### src/rtl/bfra_pkg.sv
// shared types, sizes and codes of the best-fit region allocator
// used by bfra_cell and best_fit_region_allocator_unit, depends on nothing
`default_nettype none

package bfra_pkg;

    localparam int MAX_REGIONS = 16;
    localparam int ADDR_BITS   = 20;
    localparam int REG_W       = ADDR_BITS + 1;            // region bounds and size
    localparam int IDX_W       = $clog2(MAX_REGIONS);      // cell index
    localparam int CNT_W       = $clog2(MAX_REGIONS + 1);  // region count
    localparam int SUM_W       = ADDR_BITS + 2;            // addr + size before range check

    localparam int IN_W  = 2 + ADDR_BITS + REG_W;
    localparam int OUT_W = 2 + ADDR_BITS + CNT_W;
    localparam int IN_TDATA_W  = ((IN_W + 7) / 8) * 8;
    localparam int OUT_TDATA_W = ((OUT_W + 7) / 8) * 8;

    // commands
    localparam logic [1:0] CMD_FREE  = 2'd0;
    localparam logic [1:0] CMD_FIXED = 2'd1;
    localparam logic [1:0] CMD_BEST  = 2'd2;

    // status codes
    localparam logic [1:0] ST_DONE  = 2'd0;
    localparam logic [1:0] ST_NOFIT = 2'd1;
    localparam logic [1:0] ST_FULL  = 2'd2;
    localparam logic [1:0] ST_RANGE = 2'd3;

    // cell update operations
    localparam logic [2:0] OP_NONE      = 3'd0;
    localparam logic [2:0] OP_SET_FIRST = 3'd1;
    localparam logic [2:0] OP_SET_LAST  = 3'd2;
    localparam logic [2:0] OP_DROP      = 3'd3;
    localparam logic [2:0] OP_MERGE     = 3'd4;
    localparam logic [2:0] OP_OPEN      = 3'd5;
    localparam logic [2:0] OP_SPLIT     = 3'd6;

    // per-cell compare results against the current command
    typedef struct packed {
        logic overlap;
        logic lower;
        logic touch_left;
        logic touch_right;
        logic contain;
        logic at_start;
        logic at_end;
    } t_cell_flags;

    // best-fit candidate passed along the row
    typedef struct packed {
        logic             found;
        logic [REG_W-1:0] len;
        logic [REG_W-1:0] first;
        logic [IDX_W-1:0] idx;
    } t_cand;

    // table update broadcast to all cells
    typedef struct packed {
        logic [2:0]       op;
        logic [IDX_W-1:0] k;
        logic [REG_W-1:0] v_first;
        logic [REG_W-1:0] v_last;
    } t_cell_ctl;

endpackage

`default_nettype wire

### src/rtl/bfra_cell.sv
// one table entry of the region allocator: bounds, compares, best-fit stage
// depends on bfra_pkg
`default_nettype none

module bfra_cell
    import bfra_pkg::*;
(
    input  wire logic             i_clk,
    input  wire logic [IDX_W-1:0] i_idx,
    input  wire logic [CNT_W-1:0] i_total,
    input  wire logic [REG_W-1:0] i_lo,
    input  wire logic [REG_W-1:0] i_hi,
    input  wire logic [REG_W-1:0] i_size,
    input  wire t_cell_ctl        i_ctl,
    input  wire logic [REG_W-1:0] i_left_first,
    input  wire logic [REG_W-1:0] i_left_last,
    input  wire logic [REG_W-1:0] i_right_first,
    input  wire logic [REG_W-1:0] i_right_last,
    input  wire t_cand            i_left_cand,
    output logic [REG_W-1:0]      o_first,
    output logic [REG_W-1:0]      o_last,
    output t_cell_flags           o_flags,
    output t_cand                 o_cand
);

    logic [REG_W-1:0] r_first;
    logic [REG_W-1:0] r_last;
    t_cand            r_cand;
    t_cand            n_cand;
    logic             w_valid;
    logic [REG_W-1:0] w_len;
    logic             w_fit;
    logic [IDX_W:0]   w_idx_x;
    logic [IDX_W:0]   w_k_x;

    assign w_valid = {1'b0, i_idx} < i_total;
    assign w_len   = r_last - r_first;
    assign w_fit   = w_valid && (w_len >= i_size);
    assign w_idx_x = {1'b0, i_idx};
    assign w_k_x   = {1'b0, i_ctl.k};

    always_comb begin
        o_flags.overlap     = w_valid && (i_lo < r_last) && (i_hi > r_first);
        o_flags.lower       = w_valid && (r_first < i_lo);
        o_flags.touch_left  = r_last == i_lo;
        o_flags.touch_right = r_first == i_hi;
        o_flags.contain     = w_valid && (r_first <= i_lo) && (i_hi <= r_last);
        o_flags.at_start    = r_first == i_lo;
        o_flags.at_end      = r_last == i_hi;
    end

    // keep the smaller fit, earlier cell wins a tie
    always_comb begin
        n_cand = i_left_cand;
        if (w_fit && (!i_left_cand.found || (w_len < i_left_cand.len))) begin
            n_cand.found = 1'b1;
            n_cand.len   = w_len;
            n_cand.first = r_first;
            n_cand.idx   = i_idx;
        end
    end

    always_ff @(posedge i_clk) begin
        r_cand <= n_cand;
    end

    always_ff @(posedge i_clk) begin
        case (i_ctl.op)
            OP_SET_FIRST: begin
                if (i_idx == i_ctl.k) begin
                    r_first <= i_ctl.v_first;
                end
            end
            OP_SET_LAST: begin
                if (i_idx == i_ctl.k) begin
                    r_last <= i_ctl.v_last;
                end
            end
            OP_DROP: begin
                if (i_idx >= i_ctl.k) begin
                    r_first <= i_right_first;
                    r_last  <= i_right_last;
                end
            end
            OP_MERGE: begin
                if (w_idx_x + 1'b1 == w_k_x) begin
                    r_last <= i_right_last;
                end else if (i_idx >= i_ctl.k) begin
                    r_first <= i_right_first;
                    r_last  <= i_right_last;
                end
            end
            OP_OPEN: begin
                if (i_idx == i_ctl.k) begin
                    r_first <= i_ctl.v_first;
                    r_last  <= i_ctl.v_last;
                end else if (i_idx > i_ctl.k) begin
                    r_first <= i_left_first;
                    r_last  <= i_left_last;
                end
            end
            OP_SPLIT: begin
                if (i_idx == i_ctl.k) begin
                    r_last <= i_ctl.v_last;
                end else if (w_idx_x == w_k_x + 1'b1) begin
                    r_first <= i_ctl.v_first;
                    r_last  <= i_left_last;
                end else if (w_idx_x > w_k_x + 1'b1) begin
                    r_first <= i_left_first;
                    r_last  <= i_left_last;
                end
            end
            default: begin
            end
        endcase
    end

    assign o_first = r_first;
    assign o_last  = r_last;
    assign o_cand  = r_cand;

endmodule

`default_nettype wire

### config.mk
export PLATFORM = sky130hd
export DESIGN_NAME = bfra_cell
export DESIGN_NICKNAME = d
export VERILOG_FILES = /design/src/rtl/bfra_pkg.sv /design/src/rtl/bfra_cell.sv
export SDC_FILE = /design/constraint.sdc
export NUM_CORES = 1
export LEC_CHECK = 0
export BUFFER_PORTS_ARGS = -buffer_cell sky130_fd_sc_hd__buf_2
export CAP_MARGIN = 20
export CORE_MARGIN = 2
export CORE_UTILIZATION = 30
export CTS_BUF_LIST = sky130_fd_sc_hd__clkbuf_8
export DETAILED_ROUTE_END_ITERATION = 7
export HOLD_SLACK_MARGIN = 0.1
export PLACE_DENSITY = 0.65
export SYNTH_ARGS = -nofsm -noshare
export SYNTH_HDL_FRONTEND = slang
export SYNTH_SLANG_ARGS = --single-unit
### constraint.sdc
create_clock -name i_clk -period 4.53 [get_ports i_clk]
set_clock_uncertainty 0.1 [all_clocks]
set_input_delay 0.906 -clock i_clk [delete_from_list [all_inputs] [get_ports i_clk]]
set_output_delay 0.906 -clock i_clk [all_outputs]
set_load 0.02 [all_outputs]
==> results of run 1 <==
==> routing by layer <==
layer  global-route usage, %  vias up  share of wire [%]
li1                        -     5100                  -
met1                   29.92     4965                 42
met2                   38.75      470                 46
met3                   3.737       91                7.0
met4                   10.44        6                4.3
met5                       0        -               0.10
==> critical path, stage by stage (launching register included) <==
cell and delay (ns):
sky130_fd_sc_hd__edfxtp_1 0.42, sky130_fd_sc_hd__inv_2 0.11, sky130_fd_sc_hd__ha_4 0.21, sky130_fd_sc_hd__buf_6 0.12, sky130_fd_sc_hd__o211ai_1 0.32, sky130_fd_sc_hd__nor4_2 0.09, sky130_fd_sc_hd__buf_4 0.16, sky130_fd_sc_hd__a211oi_4 0.37
sky130_fd_sc_hd__o31ai_4 0.13, sky130_fd_sc_hd__xor2_2 0.21, sky130_fd_sc_hd__buf_4 0.14, sky130_fd_sc_hd__buf_4 0.13, sky130_fd_sc_hd__ha_4 0.26, sky130_fd_sc_hd__nand4_1 0.13, sky130_fd_sc_hd__nor2_2 0.22, sky130_fd_sc_hd__nand3_2 0.14
sky130_fd_sc_hd__o221a_4 0.25, sky130_fd_sc_hd__o31ai_2 0.07, sky130_fd_sc_hd__a21o_2 0.26, sky130_fd_sc_hd__buf_12 0.13, sky130_fd_sc_hd__buf_12 0.13, sky130_fd_sc_hd__mux2_2 0.33
==> kinds of logic after synthesis <==
family                     Yosys count  share of synthesized area (%)
AOI/OAI and AO/OA                  346                          22.64
and+or+nand+nor                    248                          11.76
buffers and inverters              176                          7.470
adders and majority gates          159                          20.21
muxes                              111                          13.51
DFF                                 89                          22.28
xor gates and xnor gates            24                          2.127
==> state kept, by name, indices dropped and copies added, names as in the netlist <==
signal / count
o_cand: 47
o_last: 21
o_first: 21
==> how the worst min path moves through the flow <==
stage	start	endpoint	slack (ns)	depth (start not counted)
2_1_floorplan	o_first[6]	o_cand[10]	0.59	1
3_3_place_gp	o_first[17]	o_cand[21]	0.54	2
3_5_place_dp	o_first[3]	o_cand[7]	0.55	2
4_1_cts	o_first[13]	o_cand[17]	0.59	2
5_1_grt	o_first[4]	o_cand[8]	0.60	2
6_report	o_first[4]	o_cand[8]	0.58	2
==> final cells by class <==
class / instances / area (sq um)
fill: 3271 / 18900
multi-input combinational: 888 / 7297
antenna: 6 / 15.01
clock buffer: 10 / 137.6
timing repair buffer: 474 / 2818
clock inverter: 6 / 65.06
sequential: 89 / 2202
tap: 442 / 553.0
inverter: 125 / 469.2
==> stage by stage <==
stage,util [%],TNS (ns)
after floorplan,-,0
after global routing,41.74,-6.840
final,41.77,-0.1004
after CTS,40.45,0
after detailed placement,38.99,-7.916
after global placement,38.99,-6.294
==> cell usage in the layout, fill, tap and decap left out, drive strengths merged, types with 6 or more instances in the layout <==
cell type  Yosys  routed
buf           12     474
ha           158     158
inv          124     126
a21oi        112     112
nor2          92      92
nand2         68      68
a21o          66      66
mux2          65      65
o21ai         48      48
dfxtp         47      47
mux2i         46      46
edfxtp        42      42
a31oi         24      24
o22ai         23      23
o32a          21      21
nand4         20      20
xnor2         17      17
nor2b         13      13
o21a          12      12
clkbuf        39      10
nand3         10      10
and4           8       8
nor3           8       8
nand2b         7       7
and3           7       7
xor2           7       7
diode          0       6
a221oi         6       6
==> power by group through the flow <==
stage	Clock [mW]	Sequential [mW]	Combinational (mW)
2_1_floorplan	0	1.61	2.05
3_5_place_dp	0	1.26	3.60
6_report	0.598	1.24	4.32
3_3_place_gp	0	1.26	3.53
5_1_grt	0.646	1.27	4.65
4_1_cts	0.614	1.24	3.97
==> timing repair <==
item	4_1_cts	5_1_grt
gates cloned	3	0
gates resized for setup	17	55
pin swaps	10	30
buffers inserted	12	17
setup endpoints to repair	46	47
==> results by group, run 1 <==
Die
  • Top-level port count: roughly 350
  • Chip Width: 185.5 um
  • Effective utilization at floorplan: a little under a third
  • Number of placement rows: 66
  • Height of the chip: between 150 and 200 um
  • DIE AREA: 34410 sq um
  • Area inside the core boundary: 32450 sq um

Critical path
  • Critical Path Source: o_first[6]
  • Startpoint kind of the worst setup timing path: register
  • Critical path capture point type: register
  • R2R depth: 21
  • Worst-case register-to-register setup slack: -0.03 ns
  • Reg-to-reg endpoint: o_cand[4]
  • Critical path start-end classification: reg -> reg
  • Worst endpoint data arrival time: between 4 and 5 ns
  • Data required, critical path: 4.71 ns
  • Critical path capture point: o_cand[4]
  • Critical path peak fanout: 8
  • R2r startpoint: o_first[6]

Logic synthesis
  • Yosys top cell by area: sky130_fd_sc_hd__ha_1
  • Top_reg_cell synth: sky130_fd_sc_hd__dfxtp_1
  • Area contributors post-synth: sky130_fd_sc_hd__ha_1 (20%), sky130_fd_sc_hd__edfxtp_1 (13%), sky130_fd_sc_hd__dfxtp_1 (9.5%), sky130_fd_sc_hd__mux2_4 (5.8%), sky130_fd_sc_hd__a21oi_1 (5.7%)
  • Synth top area share: about 20%
  • Leading cell types by count after synthesis: sky130_fd_sc_hd__ha_1 (158), sky130_fd_sc_hd__inv_1 (124), sky130_fd_sc_hd__a21oi_1 (112)
  • Post-synthesis cell type count: 61
  • Cell count after synthesis: between 1000 and 1500
  • Share of synthesized flip-flops with an asynchronous set or reset: 0%
  • Total number of yosys warnings: 0
  • Avg Synthesized Cell Area: ~8.6 sq um
  • Post-synthesis cell area: about 10000 sq um
  • Synth Net Count: 1565
  • Number of register bits inferred by synthesis: 89
  • Sequential-to-total area share from yosys stat: 22.28%
  • Post-synth EDFFs: 42
  • Leading cell type by number of instances after synthesis: sky130_fd_sc_hd__ha_1

GRT
  • Global-route wire length before repair: ~60 mm
  • Number of antenna violations at the first check in global routing: 7
  • Number of global-route vias before repair: roughly 10000
  • Pin count of the biggest net entering global routing: 35
  • GRT Util Overall: a little under a quarter
  • Global-route congestion overflow total: 0

Pwr
  • Power Dens Cells: 454.1 nW/um^2
  • Maximum vdd ir drop: 270.2 uV
  • NetSw: between 2 and 3 mW
  • Reg power frac: between 20% and 30%
  • Combinational fraction of design power: 70.1%
  • Power, Total: between 6 and 7 mW
  • Net switching share of the total power: a little over two fifths
  • Internal portion of total power: roughly 3.5 mW
  • Static Leakage: just over 7 nW
  • Clock group share of total power: just under 10%

Placed design
  • Placed wire-length estimate: about 34 mm
  • Area after detailed placement: approximately 13000 sq um
  • Number of buffers added on ports: approximately 350
  • Final weighted congestion in routability-driven placement: about 1.0
  • Inst Count DP: 1986
  • Worst Setup Slack post-DPL: -0.2203 ns

Outcome
  • Status: finished, violations left
  • Violated checks: negative setup slack

Final layout
  • Fin cells: just over 2000
  • Non-Filler Cell Area, Final: around 14000 sq um
  • Post-layout nets: roughly 2000
  • Area growth from synthesis to final layout: 37.19%
  • Fraction of final layout cells sized beyond drive strength 1: about two fifths

Timing
  • Final critical-path required period: ~4.6 ns
  • PnR worst setup slack: -0.03086 ns
  • Worst-case headroom to the max-slew limit: between 50% and 60%
  • Final max-slew violation count: 0
  • Worst hold slack: slightly below 0.6 ns
  • Maximum clock frequency: approximately 0.22 GHz
  • Final-report hold violation count: 0
  • Number of failing setup endpoints in the final timing report: 18
  • Unrepaired setup endpoints after global routing: yes
  • Share of the clock period used by the worst path: 100.7%
  • Actual slew at the worst max-slew pin: around 0.69 ns

Routing
  • Via density: roughly 5.2
  • Antenna violation net count after detailed routing: 0
  • DRT Wirelength: 41.67 mm
  • Drt first-iter violations: 668
  • Vias after detailed routing: 10632
  • Number of search-and-repair iterations in the first detailed-routing pass: 5
  • Wire per inst: between 20 and 25 um
  • DR DRC count: 0

Clocking
  • Clock transition at the register clock pins on the worst setup and hold paths after CTS: approximately 0.090 ns
  • H-tree levels: 3
  • Post-cts hold buffer count: 0
  • Clk_lat worst skew: ~0.39 ns
  • Count of clock tree sinks: ~90
  • TritonCTS clock tree: done
  • CTS Root Buffer Type: sky130_fd_sc_hd__clkbuf_8
  • Maximum clock insertion buffer count: 2
  • Number of buffers inserted during clock tree synthesis: 9

Hold path
  • Path category of the worst min-delay check: reg -> reg

Flow run
  • Max cap viols: 0
No activity file was read; power rests on OpenSTA's default activity.
==> run 2, diff against run 1 <==
--- a/config.mk
+++ b/config.mk
@@ -13,6 +13,7 @@
 export DETAILED_ROUTE_END_ITERATION = 7
 export HOLD_SLACK_MARGIN = 0.1
 export PLACE_DENSITY = 0.65
+export SETUP_SLACK_MARGIN = 0.15
 export SYNTH_ARGS = -nofsm -noshare
 export SYNTH_HDL_FRONTEND = slang
 export SYNTH_SLANG_ARGS = --single-unit
==> run 2 against run 1 <==
Against the previous run: the run still ends with negative setup slack left; largest power group unchanged; highest routed layer unchanged; largest cell class unchanged; maximum frequency shrank 0.52%; sequential power is essentially flat; power shrank 0.11%; worst setup slack lost 0.024 ns; core utilization grew 0.085 points; critical path depth is the same; routed wire length shrank 0.32%.
==> results by group, run 2 (synthesis results as in run 1) <==
Routing
  • Via density: 5.194 (-0.34%)
  • Drt first-iter violations: 550 (-18%)
  • Number of search-and-repair iterations in the first detailed-routing pass: 5 (unchanged)
  • Antenna violation net count after detailed routing: 0 (unchanged)
  • DR DRC count: 0 (unchanged)
  • Vias after detailed routing: 10601 (-0.29%)
  • DRT Wirelength: 41.53 mm (-0.32%)
  • Wire per inst: 20.35 um (-0.37%)

Critical path
  • Critical path peak fanout: 6 (-2)
  • Ordered list of cells on the worst path: inv_2 > ha_1 > a21o_1 > a211o_1 > buf_4 > a211oi_2 > buf_4 > o31ai_2 > xor2_1 > buf_4 > buf_4 > ha_1 > nand4_1 > nor2_2 > a221oi_2 > o221a_4 > o31ai_2 > a21o_4 > buf_12 > buf_16 > mux2_4
  • Most prevalent standard cell on the critical path: sky130_fd_sc_hd__buf_4
  • Critical path start-end classification: reg -> reg
  • Library cell contributing the largest single delay on the critical path: sky130_fd_sc_hd__edfxtp_1
  • Worst-case register-to-register setup slack: -0.05 ns (-0.02 ns)
  • Data required, critical path: 4.71 ns (about the same)
  • Critical path capture point type: register
  • Stage delay of the slowest cell on the critical path: 0.47 ns (+0.05 ns)
  • Startpoint kind of the worst setup timing path: register
  • Worst endpoint data arrival time: 4.77 ns (+0.03 ns)

Timing
  • Worst-case headroom to the max-slew limit: 41.41% (-13 points)
  • Maximum clock frequency: 0.2181 GHz (-0.52%)
  • Share of the clock period used by the worst path: 101.2% (+0.53 points)
  • Unrepaired setup endpoints after global routing: yes
  • Number of failing setup endpoints in the final timing report: 6 (-12)
  • Actual slew at the worst max-slew pin: 0.8767 ns (+0.1903 ns)
  • Final critical-path required period: 4.585 ns (+0.02381 ns)
  • Final max-slew violation count: 0 (unchanged)
  • Final-report hold violation count: 0 (unchanged)
  • PnR worst setup slack: -0.05467 ns (-0.02381 ns)

Placed design
  • Number of buffers added on ports: 348 (unchanged)
  • Final weighted congestion in routability-driven placement: 0.9567 (-5.1%)
  • Area after detailed placement: 12660 sq um (about the same)
  • Placed wire-length estimate: 34.03 mm (-0.42%)
  • Worst Setup Slack post-DPL: -0.2109 ns (+0.009328 ns)

Outcome
  • Violated checks: negative setup slack
  • Status: finished, violations left

GRT
  • Number of antenna violations at the first check in global routing: 8 (+1)
  • Number of global-route vias before repair: 10418 (+1.0%)
  • Pin count of the biggest net entering global routing: 43 (+23%)
  • Global-route congestion overflow total: 0 (unchanged)
  • Global-route wire length before repair: 59.85 mm (-0.29%)
  • GRT Util Overall: 23.21% (-0.19 points)

Clocking
  • Maximum clock insertion buffer count: 2 (unchanged)
  • Count of clock tree sinks: 89 (unchanged)
  • Clock transition at the register clock pins on the worst setup and hold paths after CTS: 0.11 ns (+0.02 ns)
  • Clk_lat worst skew: 0.40 ns (about the same)
  • CTS Root Buffer Type: sky130_fd_sc_hd__clkbuf_8
  • Post-cts hold buffer count: 0 (unchanged)
  • Number of buffers inserted during clock tree synthesis: 9 (unchanged)
  • H-tree levels: 3 (unchanged)
  • TritonCTS clock tree: done

Die
  • Effective utilization at floorplan: 30.45% (unchanged)
  • Chip Width: 185.5 um (unchanged)
  • Area inside the core boundary: 32450 sq um (unchanged)
  • DIE AREA: 34410 sq um (unchanged)
  • Height of the chip: 185.5 um (unchanged)
  • Top-level port count: 349 (unchanged)
  • Number of placement rows: 66 (unchanged)

Hold path
  • Path category of the worst min-delay check: reg -> reg

Final layout
  • Area growth from synthesis to final layout: 37.47%
  • Non-Filler Cell Area, Final: 13580 sq um (+0.20%)
  • Post-layout nets: 2001 (+0.10%)
  • Most common library cell in the layout ignoring fill and taps: sky130_fd_sc_hd__buf_2
  • Layout fillers: 3305 (+1.0%)
  • Fraction of final layout cells sized beyond drive strength 1: 38.96% (+0.52 points)
  • Commonest non-fill, non-tap cells in the layout: sky130_fd_sc_hd__buf_2 (348), sky130_fd_sc_hd__ha_1 (147), sky130_fd_sc_hd__inv_1 (121)
  • Number of flip-flops under the largest register name: 47 (unchanged)

Pwr
  • Power Dens Cells: 452.7 nW/um^2 (-0.32%)
  • Maximum vdd ir drop: 206.5 uV (-24%)
  • Static Leakage: 7.109 nW (-0.26%)

Flow run
  • Max cap viols: 0 (unchanged)
-- run 2: routing by layer --
layer	track usage (%)	share of wire [%]	wire length, um
met5	0	0.087	36
met4	6.889	2.6	1084
met3	5.224	7.7	3182
met2	38.90	46	19270
met1	29.68	43	17960
-- run 2: repair_timing --
item                       in CTS  in global routing
gates resized for setup        50                 21
setup buffers                  22                  9
pin swaps                      19                 26
setup endpoints to repair      46                 46
cloned                          2                  2
-- run 2: where the power goes --
group / internal (mW) / switching (mW) / total (mW) / leakage [nW]
logic: 2.09 / 2.22 / 4.31 / 6.21
registers: 1.14 / 0.107 / 1.24 / 0.803
clock network: 0.255 / 0.341 / 0.597 / 0.0974
-- run 2: through the flow --
| step | power (mW) | hold WS [ns] | instances | utilization [%] | TNS (ns) |
|---|---|---|---|---|---|
| final | 6.149 | 0.5443 | 2041 | 41.86 | -0.3211 |
| after global placement | 4.818 | 0.5179 | 1985 | 39.00 | -0.03343 |
| after floorplan | 3.666 | 0.5889 | 1153 | - | 0 |
| after global routing | 6.594 | 0.5596 | 2038 | 41.83 | -7.182 |
| after detailed placement | 4.891 | 0.5281 | 1985 | 39.00 | -7.050 |
| after CTS | 5.886 | 0.5478 | 2025 | 41.10 | 0 |
-- run 2: area by class of cell --
type | count | area (sq um) | share of cell area (%)
diodes | 5 | 12.51 | 0.09211
clock buffers | 9 | 123.9 | 0.9119
clock inverters | 7 | 68.82 | 0.5066
inverters | 125 | 469.2 | 3.454
multi-input cells | 888 | 7332 | 53.97
flip-flops and latches | 89 | 2202 | 16.21
well taps | 442 | 553.0 | 4.071
repair buffers | 476 | 2823 | 20.78
-- run 2: critical path, delay by kind of cell, from the launching register on --
kind / cells / cell delay (ns)
flops: 1 / 0.47
compound gates: 8 / 1.67
xor+xnor: 1 / 0.19
simple gates: 2 / 0.26
fa+ha+maj: 2 / 0.50
buf+inv: 7 / 0.99
mux: 1 / 0.29
-- run 2: path summary, 6_finish.rpt --
path | startpoint | end | cells past startpoint
worst max-delay path | o_first[1] | o_cand[13] | 21
worst min-delay path | o_first[2] | o_cand[6] | 2
worst max register to register | o_first[1] | o_cand[13] | 21
worst min register to register | o_first[2] | o_cand[6] | 2
==> run 3, diff against run 2 <==
--- a/config.mk
+++ b/config.mk
@@ -5,14 +5,14 @@
 export SDC_FILE = /design/constraint.sdc
 export NUM_CORES = 1
 export LEC_CHECK = 0
-export BUFFER_PORTS_ARGS = -buffer_cell sky130_fd_sc_hd__buf_2
 export CAP_MARGIN = 20
 export CORE_MARGIN = 2
 export CORE_UTILIZATION = 30
 export CTS_BUF_LIST = sky130_fd_sc_hd__clkbuf_8
 export DETAILED_ROUTE_END_ITERATION = 7
+export DONT_BUFFER_PORTS = 1
 export HOLD_SLACK_MARGIN = 0.1
-export PLACE_DENSITY = 0.65
+export PLACE_DENSITY = 0.55
 export SETUP_SLACK_MARGIN = 0.15
 export SYNTH_ARGS = -nofsm -noshare
 export SYNTH_HDL_FRONTEND = slang
==> run 3 against run 2 <==
Against the previous run: the run still ends with negative setup slack left; routed wire length fell by 4.7%; die area did not move; sequential power rose by 25%; critical path depth did not move; power fell by 10%; worst setup slack improved by 0.0031 ns; first-iteration DRC count fell by 24%; register-to-register slack barely moved; maximum frequency barely moved; global-route usage fell by 0.45 points; cell count fell by 18%; cell area fell by 14%; largest power group unchanged.
==> results by group, run 3 (synthesis results as in run 1) <==
Routing
  • DRT Wirelength: 39.60 mm (-4.7%)
  • Number of search-and-repair iterations in the first detailed-routing pass: 5 (unchanged)
  • Wire per inst: 23.57 um (+16%)
  • DR DRC count: 0 (unchanged)
  • Drt first-iter violations: 417 (-24%)
  • Via density: 5.436 (+4.7%)
  • Vias after detailed routing: 9132 (-14%)
  • Antenna violation net count after detailed routing: 0 (unchanged)

Timing
  • Worst-case headroom to the max-slew limit: 38.56% (-2.8 points)
  • Unrepaired setup endpoints after global routing: yes
  • Final-report hold violation count: 0 (unchanged)
  • Number of failing setup endpoints in the final timing report: 11 (+5)
  • Actual slew at the worst max-slew pin: 0.9215 ns (+0.04483 ns)
  • PnR worst setup slack: -0.05159 ns (+0.003080 ns)
  • Maximum clock frequency: 0.2183 GHz (about the same)
  • Share of the clock period used by the worst path: 101.1% (about the same)
  • Final critical-path required period: 4.582 ns (-0.003080 ns)
  • Final max-slew violation count: 0 (unchanged)

Critical path
  • Worst-case register-to-register setup slack: -0.05 ns (about the same)
  • Critical path capture point type: register
  • Library cell contributing the largest single delay on the critical path: sky130_fd_sc_hd__edfxtp_1
  • Critical path capture point: o_cand[43]
  • Stage delay of the slowest cell on the critical path: 0.41 ns (-0.06 ns)
  • Ordered list of cells on the worst path: inv_1 > ha_2 > fa_2 > nor2b_2 > o31a_1 > o311ai_4 > a21oi_2 > buf_4 > a311oi_2 > buf_4 > buf_4 > ha_4 > a21o_1 > a21o_1 > a221oi_2 > o221a_4 > o31ai_4 > a21o_4 > buf_12 > buf_16 > mux2_4
  • Most prevalent standard cell on the critical path: sky130_fd_sc_hd__buf_4
  • Critical path start-end classification: reg -> reg
  • Critical path peak fanout: 6 (unchanged)
  • R2R depth: 21 (unchanged)
  • Data required, critical path: 4.72 ns (about the same)
  • Worst endpoint data arrival time: 4.77 ns (about the same)
  • Startpoint kind of the worst setup timing path: register
  • Critical Path Source: o_last[0]
  • R2r startpoint: o_last[0]
  • Reg-to-reg endpoint: o_cand[43]

Placed design
  • Placed wire-length estimate: 33.02 mm (-3.0%)
  • Worst Setup Slack post-DPL: -0.2685 ns (-0.05754 ns)
  • Number of buffers added on ports: 0 (-100%)
  • Final weighted congestion in routability-driven placement: 0.9041 (-5.5%)

GRT
  • Number of antenna violations at the first check in global routing: 0 (-8)
  • Pin count of the biggest net entering global routing: 43 (unchanged)
  • Global-route congestion overflow total: 0 (unchanged)
  • GRT Util Overall: 22.76% (-0.45 points)
  • Global-route wire length before repair: 57.24 mm (-4.4%)
  • Number of global-route vias before repair: 9096 (-13%)

Pwr
  • Maximum vdd ir drop: 350.5 uV (+70%)
  • Power Dens Cells: 475.4 nW/um^2 (+5.0%)
  • Static Leakage: 5.671 nW (-20%)

Die
  • Chip Width: 185.5 um (unchanged)
  • Number of placement rows: 66 (unchanged)
  • Effective utilization at floorplan: 30.45% (unchanged)
  • Height of the chip: 185.5 um (unchanged)
  • Area inside the core boundary: 32450 sq um (unchanged)
  • DIE AREA: 34410 sq um (unchanged)
  • Top-level port count: 349 (unchanged)

Clocking
  • Maximum clock insertion buffer count: 2 (unchanged)
  • Clock transition at the register clock pins on the worst setup and hold paths after CTS: 0.12 ns (about the same)
  • H-tree levels: 3 (unchanged)
  • CTS Root Buffer Type: sky130_fd_sc_hd__clkbuf_8
  • Post-cts hold buffer count: 0 (unchanged)
  • Count of clock tree sinks: 89 (unchanged)
  • TritonCTS clock tree: done
  • Clk_lat worst skew: 0.42 ns (+0.02 ns)
  • Number of buffers inserted during clock tree synthesis: 9 (unchanged)

Final layout
  • Fraction of final layout cells sized beyond drive strength 1: 20.03% (-19 points)
  • Diodes inserted: 0 (-5)
  • Storage element area: 2202 sq um (unchanged)
  • Number of flip-flops under the largest register name: 47 (unchanged)
  • Core Util, Final: 35.79% (-6.1 points)
  • Post-layout nets: 1645 (-18%)
  • Commonest non-fill, non-tap cells in the layout: sky130_fd_sc_hd__ha_1 (152), sky130_fd_sc_hd__inv_1 (120), sky130_fd_sc_hd__buf_4 (114)
  • Layout fillers: 3343 (+1.1%)
  • Most common library cell in the layout ignoring fill and taps: sky130_fd_sc_hd__ha_1
  • Area growth from synthesis to final layout: 17.54%
  • Area taken by multi-input logic gates: 7206 sq um (-1.7%)

Outcome
  • Violated checks: negative setup slack
  • Status: finished, violations left

Hold path
  • Path category of the worst min-delay check: in -> reg

Flow run
  • Max cap viols: 0 (unchanged)
[run 3: changes by cell type in the layout (fill, tap and decap cells not counted), sizes merged]
| cell | before | now |
|---|---|---|
| buf | 474 | 120 |
| diode | 5 | 0 |
| clkinv | 2 | 5 |
| clkbuf | 11 | 9 |
| inv | 127 | 125 |
| clkinvlp | 2 | 1 |
[run 3: worst max-delay path, delay by kind of cell, from the launching register on]
kind	cells	cell delay, ns
AND/OR/NAND/NOR	1	0.05
multiplexers	1	0.29
flip-flops	1	0.41
adder cells (fa/ha/maj)	3	0.59
buffers and inverters	6	0.80
AO/OA/AOI/OAI	10	2.20
[run 3: layout make-up]
class,count,area share (%)
clock buffer,9,1.066
clock inverter,7,0.6033
sequential,89,18.96
timing repair buffer,120,8.532
inverter,125,4.040
tap,442,4.761
multi-input combinational,888,62.04
[run 3: worst min path at each step]
| stage | slack [ns] | from | depth (start not counted) | endpoint |
|---|---|---|---|---|
| after global placement | 0.58 | o_first[4] | 2 | o_cand[8] |
| after CTS | 0.48 | i_left_cand[46] | 2 | o_cand[46] |
| after floorplan | 0.59 | o_first[6] | 1 | o_cand[10] |
| after detailed placement | 0.59 | o_first[4] | 2 | o_cand[8] |
| after global routing | 0.48 | i_left_cand[5] | 1 | o_cand[5] |
| final | 0.52 | i_left_cand[7] | 1 | o_cand[7] |
[run 3: stage by stage]
stage | TNS (ns) | total power [mW] | instances | area, sq um | hold slack (ns)
finish | -0.3491 | 5.522 | 1680 | 11610 | 0.5186
global route | -8.247 | 5.959 | 1680 | 11610 | 0.4809
CTS | -0.8884 | 5.500 | 1674 | 11480 | 0.4752
detailed placement | -9.927 | 4.610 | 1650 | 11030 | 0.5869
global placement | -4.921 | 4.545 | 1650 | 11030 | 0.5778
floorplan | 0 | 3.666 | 1153 | 9893 | 0.5889
[run 3: repair_timing]
action,CTS,global route
resized for setup,29,18
buffers inserted,6,5
gates cloned,2,0
pin swaps,3,17
setup endpoints to repair,46,48
[run 3: report_power, final]
group	total [mW]	internal, mW	leakage (nW)	switching [mW]
Sequential	1.55	1.14	0.803	0.411
Combinational	3.37	1.68	4.77	1.69
Clock	0.597	0.255	0.0972	0.342
[run 3: routing by layer]
layer / GRT usage, % / wire (um) / vias up
met3: 7.474 / 3578 / 58
met1: 27.87 / 16830 / 4346
met4: 7.683 / 1171 / 0
met5: 0 / 0 / -
li1: - / - / 4388
met2: 37.43 / 18010 / 340
